`src/hdl/ptlt_ram.sv`:
```
module ptlt_ram #(
   parameter int DATA_W = 8,
   parameter int DEPTH  = 32
) (
   input  logic                     clock,
   input  logic                     wr_en,
   input  logic [$clog2(DEPTH)-1:0] wr_addr,
   input  logic [DATA_W-1:0]        wr_data,
   input  logic                     rd_en,
   input  logic [$clog2(DEPTH)-1:0] rd_addr,
   output logic [DATA_W-1:0]        rd_data
);

   logic [DATA_W-1:0] mem [DEPTH];
   logic [DATA_W-1:0] rd_data_ff;

   always_ff @(posedge clock) begin
      if (wr_en) begin
         mem[wr_addr] <= wr_data;
      end
      if (rd_en) begin
         rd_data_ff <= mem[rd_addr];
      end
   end

   assign rd_data = rd_data_ff;

endmodule
```
`config.mk`:
```
export PLATFORM = sky130hd
export DESIGN_NAME = ptlt_ram
export DESIGN_NICKNAME = d
export VERILOG_FILES = /design/src/hdl/ptlt_ram.sv
export SDC_FILE = /design/constraint.sdc
export NUM_CORES = 1
export LEC_CHECK = 0
export ABC_AREA = 1
export BUFFER_PORTS_ARGS = -buffer_cell sky130_fd_sc_hd__buf_2
export CORE_ASPECT_RATIO = 0.9
export CORE_MARGIN = 2
export CORE_UTILIZATION = 45
export DETAILED_ROUTE_END_ITERATION = 8
export SLEW_MARGIN = 20
export SYNTH_ARGS = -nofsm -noshare
export SYNTH_HDL_FRONTEND = slang
export SYNTH_SLANG_ARGS = --single-unit
```
`constraint.sdc`:
```
create_clock -name clock -period 1.1 [get_ports clock]
set_input_delay 0.055 -clock clock [delete_from_list [all_inputs] [get_ports clock]]
set_output_delay 0.055 -clock clock [all_outputs]
set_load 0.01 [all_outputs]
```
==> metrics.txt <==
status finished with violations; violated checks setup timing; Yosys top cell area share between 70% and 80%; Critical R2R Launch mem[11][2]$_DFFE_PP_; Leakage 4.823 nW; worst slew pin tran 782.5 ps; largest net degree at the start of global routing 61; largest cells by area after synthesis edfxtp_1 (73%), nand2_1 (12%), nand3_1 (9.4%), buf_6 (2.5%), nor2_1 (1.1%); flop2flop setup slack -130 ps; Max Buffers Root-to-Sink 3; Worst Slack Setup Final -132.7 ps; CORE AREA 23540 um2; Detailed Place HPWL roughly 16000 um; Clock transition at path regs 60 ps; R2R depth 8; setup violators final 14; via count around 7100; aggregate global routing overflow 0; RR Endpoint rd_data[2]$_DFFE_PP_; Synth Register Bits 264; Synth area leader edfxtp_1; CTS sink count between 200 and 300; final worst path period share 112.1%; PD cells 1659 nW/um2; Final Net Count about 1000; drt drc 0; CP Data Required Time 1380 ps; first-pass GRT wire length 40100 um; Starting Density a little under half; post-synth cell types 11; Max Fclk between 800 and 900 MHz; CP peak stage delay between 300 and 400 ps; Placer Congestion 0.8341; FP Rows 53; placed cells between 1000 and 1500; Synth Area per Inst ~12 um2; Num CTS Buffers 28; antenna-violating nets left 0; Cells after Synth 922; Via density around 5.3; Buf+Inv Stages, Crit Path 0; Yosys Warn Count 0; final wirelength 26240 um; CTS H-tree depth 1; Mapped Area around 11000 um2; clock tree from TritonCTS done; RSZ-0062 raised after global routing yes; Final Hold Fails 0; CP endpoint kind register; drt first pass iters 5; area grow syn2layout 17.94%; Hold Path End mem[11][4]$_DFFE_PP_; vias in the first global route just under 7000; Arrival @ worst endpoint 1510 ps; setup TNS -1207 ps; Worst Skew around 9.5 ps; HP Class in2reg; layout cells sized above 1 about 20%; crit path time final ~1200 ps; die height 151.4 um; All-Layer GR Usage 21.02%; initial antenna violation count 0; Post-Layout Cell Count 1320; max_slew headroom 47.83%; Max Cap Viol 0; WL/cell around 20 um; number of DRC markers in iteration 0 approximately 690; clock root buffer clkbuf_16; Critical-path top delay cell edfxtp_1; Die ar. about 25000 um2; Worst-Skew Late Latency approximately 530 ps; Max Fanout on Critical Path 1; HP Start wr_data[4]; port bufs 28; maximum vdd drop about 0.00096 V; hold path cells 1; Fillers 1978; WS Path Type reg2reg; I/O Pins 29; delay-heaviest family, CP simple AND/OR/NAND/NOR gates; Synth Net Count 943; crit-path cells nand2_1 -> nand3_1 -> nand3_1 -> nand2_2 -> nand2_1 -> nand2_1 -> nand2_1 -> nand2_2; CP startpoint kind register; Seq/Total Area, Yosys between 70 and 80%; CP most frequent cell nand2_1; die width 167.8 um; Slew Limit Fails 0
-- flip-flops by register name (all words and copies together) (netlist names) --
register and count:
mem 256, rd_data 8
-- layer usage --
metal | vias to the layer above | share of wire [%] | GRT usage (%)
met5 | - | 0 | 0
met4 | 0 | 1.9 | 4.652
met3 | 42 | 5.8 | 3.397
met2 | 201 | 46 | 33.53
met1 | 3454 | 46 | 30.68
li1 | 3358 | - | -
-- Yosys cell counts --
cell,n
clkbuf_1,7
buf_6,24
nand3_1,204
inv_2,2
buf_2,15
buf_1,2
buf_4,4
nor2_1,32
inv_1,8
edfxtp_1,264
nand2_1,360
-- layout make-up --
cell class,count,area [um2],area share [%]
sequential,264,7928,61.86
clock buffer,33,740.7,5.780
clock inverter,16,76.32,0.5955
inverter,10,40.04,0.3124
multi-input combinational,596,2765,21.58
antenna,1,2.502,0.01953
timing repair buffer,98,885.9,6.912
tap,302,377.9,2.948
-- power by group --
group          internal, W  switching (W)  leakage, nW
registers           0.0112      0.0000432         2.39
logic             0.000511        0.00107         2.04
clock network      0.00476        0.00365        0.401
-- cell families after synthesis --
kind of cell           share of synthesized area (%)
buffers and inverters                          4.111
flip-flops                                     72.95
AND/OR/NAND/NOR                                22.94
-- worst max-delay path by stage --
stage / to / depth (start not counted) / slack (ps) / startpoint
after detailed placement: rd_data[2]$_DFFE_PP_ / 12 / -360 / rd_addr[0]
after global placement: rd_data[7]$_DFFE_PP_ / 11 / -350 / rd_addr[1]
after global routing: rd_data[2]$_DFFE_PP_ / 8 / -210 / mem[13][2]$_DFFE_PP_
after CTS: rd_data[1]$_DFFE_PP_ / 8 / -140 / mem[31][1]$_DFFE_PP_
final: rd_data[2]$_DFFE_PP_ / 8 / -130 / mem[11][2]$_DFFE_PP_
after floorplan: mem[0][0]$_DFFE_PP_ / 3 / 10 / wr_addr[0]
-- repair_timing --
item / in CTS / in global routing
pin swaps: 19 / 33
endpoints found under the hold margin: 16 / 8
endpoints found under the setup margin: 16 / 16
setup buffers: 0 / 0
hold buffers: 1 / 1
gates resized for setup: 28 / 43
-- metrics by stage --
stage	setup slack, ps	hold WS, ps	power [W]	util (%)	cell area, um2
2_1_floorplan	10.97	153.9	0.01229	-	10870
3_3_place_gp	-351.9	442.3	0.01294	49.61	11680
3_5_place_dp	-357.8	448.0	0.01295	49.61	11680
4_1_cts	-138.9	-78.77	0.02131	53.61	12620
5_1_grt	-213.8	109.9	0.02192	54.43	12810
6_report	-132.7	115.8	0.02126	54.44	12820
-- layout by cell type (no fill, tap or decap) --
master         instances
clkbuf_16             29
nand2_4                1
inv_1                  8
clkinvlp_4             2
nand3_2               42
nand3_1              162
buf_6                  4
clkinv_1               7
clkbuf_1               4
nor2_1                32
nand2_2               22
buf_12                15
inv_2                  1
buf_2                 23
diode_2                1
dlygate4sd3_1          2
edfxtp_1             264
inv_4                  1
nand2_1              337
clkinv_2               7
buf_4                 54
Note: power is estimated with default switching activity, not from simulation.
